<file path="src/rtl/core/hsrb_pkg.sv">
// shared types, character codes and helper functions for the hex serial register bridge
package hsrb_pkg;

  localparam int STORE_DEPTH_DEF = 256;

  localparam logic [7:0] CH_UP_W = 8'h57;  // 'W'
  localparam logic [7:0] CH_UP_R = 8'h52;  // 'R'
  localparam logic [7:0] CH_LO_Z = 8'h7A;  // 'z'
  localparam logic [7:0] CH_LO_R = 8'h72;  // 'r'
  localparam logic [7:0] CH_NL   = 8'h0A;  // newline
  localparam logic       STAT_OK  = 1'b0;
  localparam logic       STAT_ERR = 1'b1;

  typedef enum logic [2:0] {
    PP_IDLE = 3'd0,
    PP_ADDR = 3'd1,
    PP_CNT  = 3'd2,
    PP_DATA = 3'd3,
    PP_EOC  = 3'd4
  } pp_t;

  typedef enum logic [2:0] {
    TX_NONE = 3'd0,
    TX_RCHR = 3'd1,
    TX_HEXH = 3'd2,
    TX_HEXL = 3'd3,
    TX_RNL  = 3'd4,
    TX_Z    = 3'd5,
    TX_STAT = 3'd6,
    TX_NL   = 3'd7
  } tx_t;

  typedef struct packed {
    logic       tx_valid;
    logic [7:0] tx_byte;
    logic       tx_last;
    logic       busy_res;
  } res_t;

  // byte addresses, already wrapped to eight bits; the store maps them to slots
  typedef struct packed {
    logic       we;
    logic [7:0] wr_addr;
    logic [7:0] wr_data;
    logic [7:0] rd_addr;
  } store_req_t;

  // {bad, value}
  function automatic logic [4:0] hex_digit(input logic [7:0] c);
    logic [4:0] d;
    d = {1'b1, 4'h0};
    if (c >= 8'h30 && c <= 8'h39) begin
      d = {1'b0, 4'(c - 8'h30)};
    end else if (c >= 8'h41 && c <= 8'h46) begin
      d = {1'b0, 4'(c - 8'h37)};
    end else if (c >= 8'h61 && c <= 8'h66) begin
      d = {1'b0, 4'(c - 8'h57)};
    end
    return d;
  endfunction

  function automatic logic [7:0] hex_char(input logic [3:0] nib);
    logic [7:0] ch;
    if (nib < 4'd10) begin
      ch = 8'h30 + {4'h0, nib};
    end else begin
      ch = 8'h37 + {4'h0, nib};
    end
    return ch;
  endfunction

endpackage

</file>
<file path="src/rtl/core/hsrb_ram.sv">
// generic single-port-write, single-port-read ram with registered read data
module hsrb_ram #(
  parameter int WIDTH = 8,
  parameter int DEPTH = 256
) (
  input  logic                     clk,
  input  logic                     we,
  input  logic [$clog2(DEPTH)-1:0] waddr,
  input  logic [WIDTH-1:0]         wdata,
  input  logic [$clog2(DEPTH)-1:0] raddr,
  output logic [WIDTH-1:0]         rdata
);

  logic [WIDTH-1:0] mem_r [DEPTH];
  logic [WIDTH-1:0] rdata_r;

  always_ff @(posedge clk) begin
    if (we) begin
      mem_r[waddr] <= wdata;
    end
    rdata_r <= mem_r[raddr];
  end

  assign rdata = rdata_r;

endmodule

</file>
<file path="src/rtl/core/hsrb_store.sv">
// byte store: ram plus per-entry valid bits so unwritten entries read as zero
module hsrb_store #(
  parameter int STORE_DEPTH = hsrb_pkg::STORE_DEPTH_DEF
) (
  input  logic                   clk,
  input  logic                   rst_n,
  input  hsrb_pkg::store_req_t   req,
  output logic [7:0]             rd_data
);

  import hsrb_pkg::*;

  localparam int AW = $clog2(STORE_DEPTH);

  logic [AW-1:0]          slot_lut [256];
  logic [AW-1:0]          wr_slot;
  logic [AW-1:0]          rd_slot;
  logic [STORE_DEPTH-1:0] vld_r;
  logic                   rd_vld_r;
  logic [7:0]             ram_q;

  // byte address to slot, folded at elaboration
  for (genvar k = 0; k < 256; k++) begin : g_slot
    assign slot_lut[k] = AW'(k % STORE_DEPTH);
  end

  assign wr_slot = slot_lut[req.wr_addr];
  assign rd_slot = slot_lut[req.rd_addr];

  hsrb_ram #(
    .WIDTH (8),
    .DEPTH (STORE_DEPTH)
  ) u_ram (
    .clk   (clk),
    .we    (req.we),
    .waddr (wr_slot),
    .wdata (req.wr_data),
    .raddr (rd_slot),
    .rdata (ram_q)
  );

  always_ff @(posedge clk) begin
    if (!rst_n) begin
      vld_r    <= '0;
      rd_vld_r <= 1'b0;
    end else begin
      if (req.we) begin
        vld_r[wr_slot] <= 1'b1;
      end
      rd_vld_r <= vld_r[rd_slot];
    end
  end

  assign rd_data = rd_vld_r ? ram_q : 8'h00;

endmodule

</file>
<file path="src/rtl/core/hsrb_ctrl.sv">
// command parser and reply sequencer; issues store writes and look-ahead reads
module hsrb_ctrl (
  input  logic                 clk,
  input  logic                 rst_n,
  input  logic                 acc,
  input  logic                 command,
  input  logic [7:0]           rx_byte,
  input  logic [7:0]           rd_data,
  output hsrb_pkg::res_t       res,
  output hsrb_pkg::store_req_t store_req
);

  import hsrb_pkg::*;

  pp_t        parse_phase_r, parse_phase_nxt;
  tx_t        tx_phase_r, tx_phase_nxt;
  logic       is_read_r, is_read_nxt;
  logic       second_digit_r, second_digit_nxt;
  logic [3:0] high_nibble_r, high_nibble_nxt;
  logic       nibble_bad_r, nibble_bad_nxt;
  logic [7:0] start_addr_r, start_addr_nxt;
  logic [7:0] byte_count_r, byte_count_nxt;
  logic [7:0] byte_index_r, byte_index_nxt;
  logic       header_bad_r, header_bad_nxt;
  logic       ack_status_r, ack_status_nxt;

  logic       do_rx;
  logic       do_tx;
  logic [4:0] dig;
  logic [7:0] pair_val;
  logic       pair_bad;
  logic [7:0] idx_inc;

  assign do_rx    = acc && !command && (tx_phase_r == TX_NONE);
  assign do_tx    = acc && command && (tx_phase_r != TX_NONE);
  assign dig      = hex_digit(rx_byte);
  assign pair_val = {high_nibble_r, dig[3:0]};
  assign pair_bad = nibble_bad_r | dig[4];
  assign idx_inc  = byte_index_r + 8'd1;

  always_ff @(posedge clk) begin
    if (!rst_n) begin
      parse_phase_r  <= PP_IDLE;
      tx_phase_r     <= TX_NONE;
      is_read_r      <= 1'b0;
      second_digit_r <= 1'b0;
      high_nibble_r  <= 4'h0;
      nibble_bad_r   <= 1'b0;
      start_addr_r   <= 8'h00;
      byte_count_r   <= 8'h00;
      byte_index_r   <= 8'h00;
      header_bad_r   <= 1'b0;
      ack_status_r   <= 1'b0;
    end else begin
      parse_phase_r  <= parse_phase_nxt;
      tx_phase_r     <= tx_phase_nxt;
      is_read_r      <= is_read_nxt;
      second_digit_r <= second_digit_nxt;
      high_nibble_r  <= high_nibble_nxt;
      nibble_bad_r   <= nibble_bad_nxt;
      start_addr_r   <= start_addr_nxt;
      byte_count_r   <= byte_count_nxt;
      byte_index_r   <= byte_index_nxt;
      header_bad_r   <= header_bad_nxt;
      ack_status_r   <= ack_status_nxt;
    end
  end

  // next state
  always_comb begin
    parse_phase_nxt  = parse_phase_r;
    tx_phase_nxt     = tx_phase_r;
    is_read_nxt      = is_read_r;
    second_digit_nxt = second_digit_r;
    high_nibble_nxt  = high_nibble_r;
    nibble_bad_nxt   = nibble_bad_r;
    start_addr_nxt   = start_addr_r;
    byte_count_nxt   = byte_count_r;
    byte_index_nxt   = byte_index_r;
    header_bad_nxt   = header_bad_r;
    ack_status_nxt   = ack_status_r;

    if (do_tx) begin
      unique case (tx_phase_r)
        TX_RCHR: begin
          tx_phase_nxt = (byte_count_r == 8'h00) ? TX_RNL : TX_HEXH;
        end
        TX_HEXH: begin
          tx_phase_nxt = TX_HEXL;
        end
        TX_HEXL: begin
          byte_index_nxt = idx_inc;
          tx_phase_nxt   = (idx_inc == byte_count_r) ? TX_RNL : TX_HEXH;
        end
        TX_RNL: begin
          tx_phase_nxt = TX_Z;
        end
        TX_Z: begin
          tx_phase_nxt = TX_STAT;
        end
        TX_STAT: begin
          tx_phase_nxt = TX_NL;
        end
        TX_NL: begin
          tx_phase_nxt = TX_NONE;
        end
        TX_NONE: begin
          tx_phase_nxt = TX_NONE;
        end
      endcase
    end else if (do_rx) begin
      unique case (parse_phase_r) inside
        PP_IDLE: begin
          if (rx_byte == CH_UP_W || rx_byte == CH_UP_R) begin
            is_read_nxt      = (rx_byte == CH_UP_R);
            header_bad_nxt   = 1'b0;
            second_digit_nxt = 1'b0;
            parse_phase_nxt  = PP_ADDR;
          end else begin
            ack_status_nxt = STAT_ERR;
            tx_phase_nxt   = TX_Z;
          end
        end
        PP_EOC: begin
          parse_phase_nxt = PP_IDLE;
          if (rx_byte != CH_NL || (is_read_r && header_bad_r)) begin
            ack_status_nxt = STAT_ERR;
            tx_phase_nxt   = TX_Z;
          end else if (is_read_r) begin
            ack_status_nxt = STAT_OK;
            byte_index_nxt = 8'h00;
            tx_phase_nxt   = TX_RCHR;
          end else begin
            ack_status_nxt = STAT_OK;
            tx_phase_nxt   = TX_Z;
          end
        end
        PP_ADDR, PP_CNT, PP_DATA: begin
          if (!second_digit_r) begin
            high_nibble_nxt  = dig[3:0];
            nibble_bad_nxt   = dig[4];
            second_digit_nxt = 1'b1;
          end else begin
            second_digit_nxt = 1'b0;
            if (parse_phase_r == PP_ADDR) begin
              start_addr_nxt  = pair_val;
              header_bad_nxt  = header_bad_r | pair_bad;
              parse_phase_nxt = PP_CNT;
            end else if (parse_phase_r == PP_CNT) begin
              byte_count_nxt = pair_val;
              header_bad_nxt = header_bad_r | pair_bad;
              byte_index_nxt = 8'h00;
              if (is_read_r) begin
                parse_phase_nxt = PP_EOC;
              end else if (header_bad_r | pair_bad) begin
                ack_status_nxt  = STAT_ERR;
                tx_phase_nxt    = TX_Z;
                parse_phase_nxt = PP_IDLE;
              end else begin
                parse_phase_nxt = (pair_val == 8'h00) ? PP_EOC : PP_DATA;
              end
            end else if (pair_bad) begin
              ack_status_nxt  = STAT_ERR;
              tx_phase_nxt    = TX_Z;
              parse_phase_nxt = PP_IDLE;
            end else begin
              byte_index_nxt = idx_inc;
              if (idx_inc == byte_count_r) begin
                parse_phase_nxt = PP_EOC;
              end
            end
          end
        end
        default: begin
          parse_phase_nxt = PP_IDLE;
        end
      endcase
    end
  end

  // outputs: reply word and store access
  always_comb begin
    res.tx_valid = 1'b0;
    res.tx_byte  = 8'h00;
    res.tx_last  = 1'b0;
    res.busy_res = (tx_phase_nxt != TX_NONE);

    if (do_tx) begin
      res.tx_valid = 1'b1;
      unique case (tx_phase_r)
        TX_RCHR: res.tx_byte = CH_LO_R;
        TX_HEXH: res.tx_byte = hex_char(rd_data[7:4]);
        TX_HEXL: res.tx_byte = hex_char(rd_data[3:0]);
        TX_RNL:  res.tx_byte = CH_NL;
        TX_Z:    res.tx_byte = CH_LO_Z;
        TX_STAT: res.tx_byte = {7'h00, ack_status_r};
        TX_NL: begin
          res.tx_byte = CH_NL;
          res.tx_last = 1'b1;
        end
        TX_NONE: res.tx_byte = 8'h00;
      endcase
    end

    store_req.we      = do_rx && (parse_phase_r == PP_DATA) && second_digit_r && !pair_bad;
    store_req.wr_addr = start_addr_r + byte_index_r;
    store_req.wr_data = pair_val;
    // look ahead: the ram registers the entry that the next word will need
    store_req.rd_addr = start_addr_nxt + byte_index_nxt;
  end

endmodule

</file>
<file path="src/rtl/core/hex_serial_register_bridge_core.sv">
// top level of the hex serial register bridge: handshake, reply register, store and parser
//
// usage
//   input channel: each word carries in_command and in_rx_byte. command 0 hands
//   the bridge one received character; command 1 offers one transmit slot.
//   output channel: exactly one word per input word, giving out_tx_valid,
//   out_tx_byte, out_tx_last and out_busy_res for that slot or character.
//   reply: registered; the reply word appears in the cycle after its input word is taken.
//   throughput: one word per cycle while out_stall allows. the byte store is read ahead of
//   the slot that prints its hex digits, so the ram's registered read port
//   adds no wait between words.
//   stall: the reply sits in a single output register; while it is held and
//   out_stall is high, in_stall is raised, otherwise a new word is taken in
//   the same cycle the old reply leaves.
//   reset: synchronous, active low; it clears the parser, the reply
//   sequencer and the store's per-entry valid bits, so the store reads as
//   zero everywhere without any clearing sweep.
module hex_serial_register_bridge_core #(
  parameter int STORE_DEPTH = hsrb_pkg::STORE_DEPTH_DEF
) (
  input  logic       clk,
  input  logic       rst_n,
  input  logic       in_valid,
  output logic       in_stall,
  input  logic       in_command,
  input  logic [7:0] in_rx_byte,
  output logic       out_valid,
  input  logic       out_stall,
  output logic       out_tx_valid,
  output logic [7:0] out_tx_byte,
  output logic       out_tx_last,
  output logic       out_busy_res
);

  import hsrb_pkg::*;

  logic       acc;
  logic       out_valid_r;
  res_t       res;
  res_t       res_r;
  store_req_t store_req;
  logic [7:0] rd_data;

  assign in_stall = out_valid_r && out_stall;
  assign acc      = in_valid && !in_stall;

  hsrb_ctrl u_ctrl (
    .clk       (clk),
    .rst_n     (rst_n),
    .acc       (acc),
    .command   (in_command),
    .rx_byte   (in_rx_byte),
    .rd_data   (rd_data),
    .res       (res),
    .store_req (store_req)
  );

  hsrb_store #(
    .STORE_DEPTH (STORE_DEPTH)
  ) u_store (
    .clk     (clk),
    .rst_n   (rst_n),
    .req     (store_req),
    .rd_data (rd_data)
  );

  always_ff @(posedge clk) begin
    if (!rst_n) begin
      out_valid_r <= 1'b0;
    end else if (acc) begin
      out_valid_r <= 1'b1;
    end else if (!out_stall) begin
      out_valid_r <= 1'b0;
    end
  end

  always_ff @(posedge clk) begin
    if (acc) begin
      res_r <= res;
    end
  end

  assign out_valid    = out_valid_r;
  assign out_tx_valid = res_r.tx_valid;
  assign out_tx_byte  = res_r.tx_byte;
  assign out_tx_last  = res_r.tx_last;
  assign out_busy_res = res_r.busy_res;

endmodule

</file>
<file path="config.mk">
export PLATFORM = sky130hd
export DESIGN_NAME = hex_serial_register_bridge_core
export DESIGN_NICKNAME = d
export VERILOG_FILES = /design/src/rtl/core/hsrb_pkg.sv /design/src/rtl/core/hsrb_ram.sv /design/src/rtl/core/hsrb_store.sv /design/src/rtl/core/hsrb_ctrl.sv /design/src/rtl/core/hex_serial_register_bridge_core.sv
export SDC_FILE = /design/constraint.sdc
export NUM_CORES = 2
export LEC_CHECK = 0
export ABC_AREA = 1
export BUFFER_PORTS_ARGS = -buffer_cell sky130_fd_sc_hd__buf_2
export CAP_MARGIN = 15
export CORE_MARGIN = 2
export CORE_UTILIZATION = 25
export CTS_CLUSTER_DIAMETER = 200
export CTS_CLUSTER_SIZE = 25
export DETAILED_ROUTE_END_ITERATION = 16
export SLEW_MARGIN = 5
export SYNTH_ARGS = -nofsm -noshare
export SYNTH_HDL_FRONTEND = slang
export SYNTH_SLANG_ARGS = --single-unit
export TNS_END_PERCENT = 100
</file>
<file path="constraint.sdc">
create_clock -name clk -period 5.9 [get_ports clk]
set_clock_uncertainty 0.15 [all_clocks]
set_input_delay 0.295 -clock clk [delete_from_list [all_inputs] [get_ports clk]]
set_output_delay 0.295 -clock clk [all_outputs]
set_load 0.01 [all_outputs]
</file>
==> out/results.ini <==
[run_status]
outcome = complete, but fails checks
violations = slew limit

[cells_and_area]
drive_gt1_share_pct = 5.125
utilization_pct = 27.65
fin_cells = 14000
final_area_mm2 = 0.1084
syn_to_final_growth_pct = 10.32
layout.nets = 8757

[setup_path]
critPathLaunchType = flip-flop
path_delay_family = simple AND/OR/NAND/NOR gates
path_buf_inv = 6
cp-end-kind = flip-flop
required_ps = 6500
cp_max_fo = 40
crit_arrival_ps = 6260
crit_top_cell = nand2_1
cp_slowest_cell = fa_4
critical_path_class = flip-flop to flip-flop
slowest_delay_ps = 830

[cts]
clkSinkCount = 2363
h-tree-depth = 3
clockBufferDepth = 3
clk_pin_slew_ps = 100
clock_latency_ps = 820
tritoncts = done
clockRootBuffer = clkbuf_16
cts_buffers = 104

[placed_design]
place_area_mm2 = 0.1048
place_ws_ps = -297.0
dp_cells = 13810
place.gp.congestion = 0.8402
hpwlAfterDp_um = 157300
io_buffers = 24

[floorplanning]
die_x_um = 630.8
dieArea_mm2 = 0.3979
initial_core_util_pct = 25.06
fp-row-count = 230
die_h_um = 630.8
io_pins = 26
core_mm2 = 0.3920

[timing]
fmax_ghz = 0.1767
timing.hold.ws_ps = 303.6
slew_violations = 68
fin_crit_sh_pct = 95.90
period_needed_ps = 5658
finalSetupViolations = 0
hold_viol_final = 0
setup_tns_ps = 0
rsz0062_at_grt = yes
layout_setup_ws_ps = 241.7
worstMarginPinSlew_ps = 1575
slew_headroom_pct = -4.991

[pwr]
p_leak_nw = 38.91
power_mw = 27.07
p_per_area_mw_per_mm2 = 249.8
peakVddDrop_mv = 0.2607

[route]
route.detailed.drc = 0
via_per_inst = 4.823
drt_iter0_markers = 8436
wl_per_cell_um = 20.04
num_vias = 67540
finalWirelength_um = 280600
dr.pass1.iters = 6
drtAntennaViolNets = 0

[global_route]
antenna_found_initial = 8
grt_pass1_vias = 62500
grt_pass1_wl_um = 415500
grt_start_max_net_pins = 198
grt-ovfl-total = 0
grt_usage_pct = 13.51

[synthesis]
yosysWarnings = 0
synthSimpleGateAreaFrac_pct = 14.00
synth-compound-area-share_pct = 11.73
synth_area_mm2 = 0.09823
synthXorXnorAreaFrac_pct = 0.2051
synth_top_family_by_area = simple AND/OR/NAND/NOR gates
yosysSeqAreaShare_pct = 69.13
muxShareOfSynthArea_pct = 0
ys_ff_latch = 2363
synthesis.nets = 9039
synthCells = 9003
avgSynthCellArea_um2 = 10.91
yosys.area_share.adder_pct = 0.3083
synth_cell_types = 52

[flow_run]
drv_cap = 0

[hold_path]
min_path_type = input port to flip-flop

==> final timing paths <==
| kind | startpoint | end | cells past startpoint | slack, ps |
|---|---|---|---|---|
| worst max-delay path | u_ctrl.tx_phase_r[2] | u_store.u_ram.rdata[0] | 27 | 240 |
| worst min-delay path | rst_n | u_store.vld_r[231] | 4 | 300 |
| worst min register to register | u_ctrl.header_bad_r | u_ctrl.header_bad_r | 2 | 350 |
| worst max register to register | u_ctrl.tx_phase_r[2] | u_store.u_ram.rdata[0] | 27 | 240 |
==> tightest hold or removal path, stage by stage <==
cell	delay, ps
dlygate4sd3_1	560
buf_8	210
nand2_1	110
inv_1	30
==> flip-flops by register name, summed over array words and instances, names as in the netlist <==
register               cells
out_busy_res               1
out_tx_byte                7
out_tx_last                1
out_tx_valid               1
out_valid                  1
u_ctrl.ack_status_r        1
u_ctrl.byte_count_r        8
u_ctrl.byte_index_r        8
u_ctrl.header_bad_r        1
u_ctrl.high_nibble_r       4
u_ctrl.is_read_r           1
u_ctrl.nibble_bad_r        1
u_ctrl.parse_phase_r       3
u_ctrl.second_digit_r      1
u_ctrl.start_addr_r        8
u_ctrl.tx_phase_r          3
u_store.rd_vld_r           1
u_store.u_ram.mem_r     2048
u_store.u_ram.rdata        8
u_store.vld_r            256
==> metal layers <==
metal  vias up  GRT usage, %  part of all wire (%)
li1      31030             -                     -
met1     33420         19.07                    43
met2      2793         21.66                    46
met3       300         1.898                   8.2
met4         0         3.599                   2.5
met5         -             0                     0
==> cells in the mapped netlist, drive strengths merged <==
| library cell | n | share of area [%] |
|---|---|---|
| a211oi | 6 | 0.046 |
| a21boi | 1 | 0.0076 |
| a21oi | 104 | 0.55 |
| a221o | 1 | 0.010 |
| a311oi | 1 | 0.0089 |
| a31o | 1 | 0.0089 |
| a31oi | 2 | 0.013 |
| and2 | 2 | 0.013 |
| and3 | 1 | 0.0064 |
| buf | 231 | 1.1 |
| clkbuf | 415 | 1.6 |
| clkinv | 3 | 0.011 |
| conb | 1 | 0.0038 |
| dfxtp | 305 | 6.2 |
| edfxtp | 2058 | 63 |
| fa | 2 | 0.041 |
| ha | 21 | 0.27 |
| inv | 506 | 1.9 |
| nand2 | 1191 | 4.6 |
| nand3 | 751 | 3.8 |
| nand3b | 4 | 0.034 |
| nand4 | 11 | 0.070 |
| nor2 | 1385 | 5.4 |
| nor3 | 6 | 0.031 |
| nor4 | 3 | 0.034 |
| o2111a | 1 | 0.011 |
| o211ai | 32 | 0.24 |
| o21ai | 1301 | 6.6 |
| o21bai | 118 | 0.90 |
| o221ai | 1 | 0.0089 |
| o22ai | 514 | 3.3 |
| o311ai | 1 | 0.0089 |
| or2 | 5 | 0.032 |
| xnor2 | 7 | 0.078 |
| xnor3 | 1 | 0.023 |
| xor2 | 10 | 0.10 |
==> report_power, final <==
part / switching [mW] / leakage [nW] / internal (mW)
logic: 0.429 / 14.4 / 0.115
clock network: 5.18 / 1.40 / 3.35
registers: 0.0353 / 23.1 / 18.0
total: 5.64 / 38.9 / 21.4
==> cell usage in the layout, fill, tap and decap left out, types with 4 or more instances in the layout <==
| master | count |
|---|---|
| nand3_1 | 722 |
| buf_16 | 6 |
| a211oi_1 | 6 |
| inv_8 | 6 |
| o21ai_1 | 61 |
| a21oi_1 | 102 |
| o22ai_1 | 513 |
| nor3_1 | 6 |
| nor2_4 | 8 |
| buf_2 | 23 |
| clkbuf_16 | 106 |
| o211ai_1 | 32 |
| clkbuf_1 | 53 |
| inv_6 | 4 |
| nand3_2 | 16 |
| nand4_1 | 11 |
| nand2_2 | 12 |
| buf_4 | 143 |
| nand2_4 | 13 |
| inv_2 | 5 |
| nand2_1 | 1166 |
| dfxtp_4 | 4 |
| nand3_4 | 13 |
| nor2_1 | 1374 |
| buf_12 | 58 |
| xor2_1 | 6 |
| inv_1 | 492 |
| dlygate4sd3_1 | 22 |
| o21ai_0 | 1239 |
| xnor2_1 | 4 |
| edfxtp_1 | 2058 |
| dfxtp_1 | 301 |
| o21bai_1 | 118 |
| ha_1 | 20 |
==> timing repair <==
action / CTS / global route
setup endpoints to repair: 7 / 8
resized for setup: 5 / 47
hold endpoints to repair: 82 / 0
cloned: 0 / 1
pin swaps: 1 / 0
hold buffers: 22 / 0
setup buffers: 3 / 0
==> final cells by class <==
cell class                      instances  area [µm²]
Multi-Input combinational cell       5485       26180
Clock inverter                          7       95.09
Timing Repair Buffer                  258        2824
Inverter                              509        1978
Clock buffer                          158        2826
Tap cell                             5220        6531
Sequential cell                      2363       67920
Fill cell                           40510      283600
Antenna cell                            2       5.005
==> cells by family after synthesis <==
group,count (synthesis)
AND/OR/NAND/NOR,3359
adder cells (fa/ha/maj),23
flip-flops,2363
buffers and inverters,1155
XOR/XNOR,18
other,1
AO/OA/AOI/OAI,2084
Note: power is estimated with default switching activity, not from simulation.
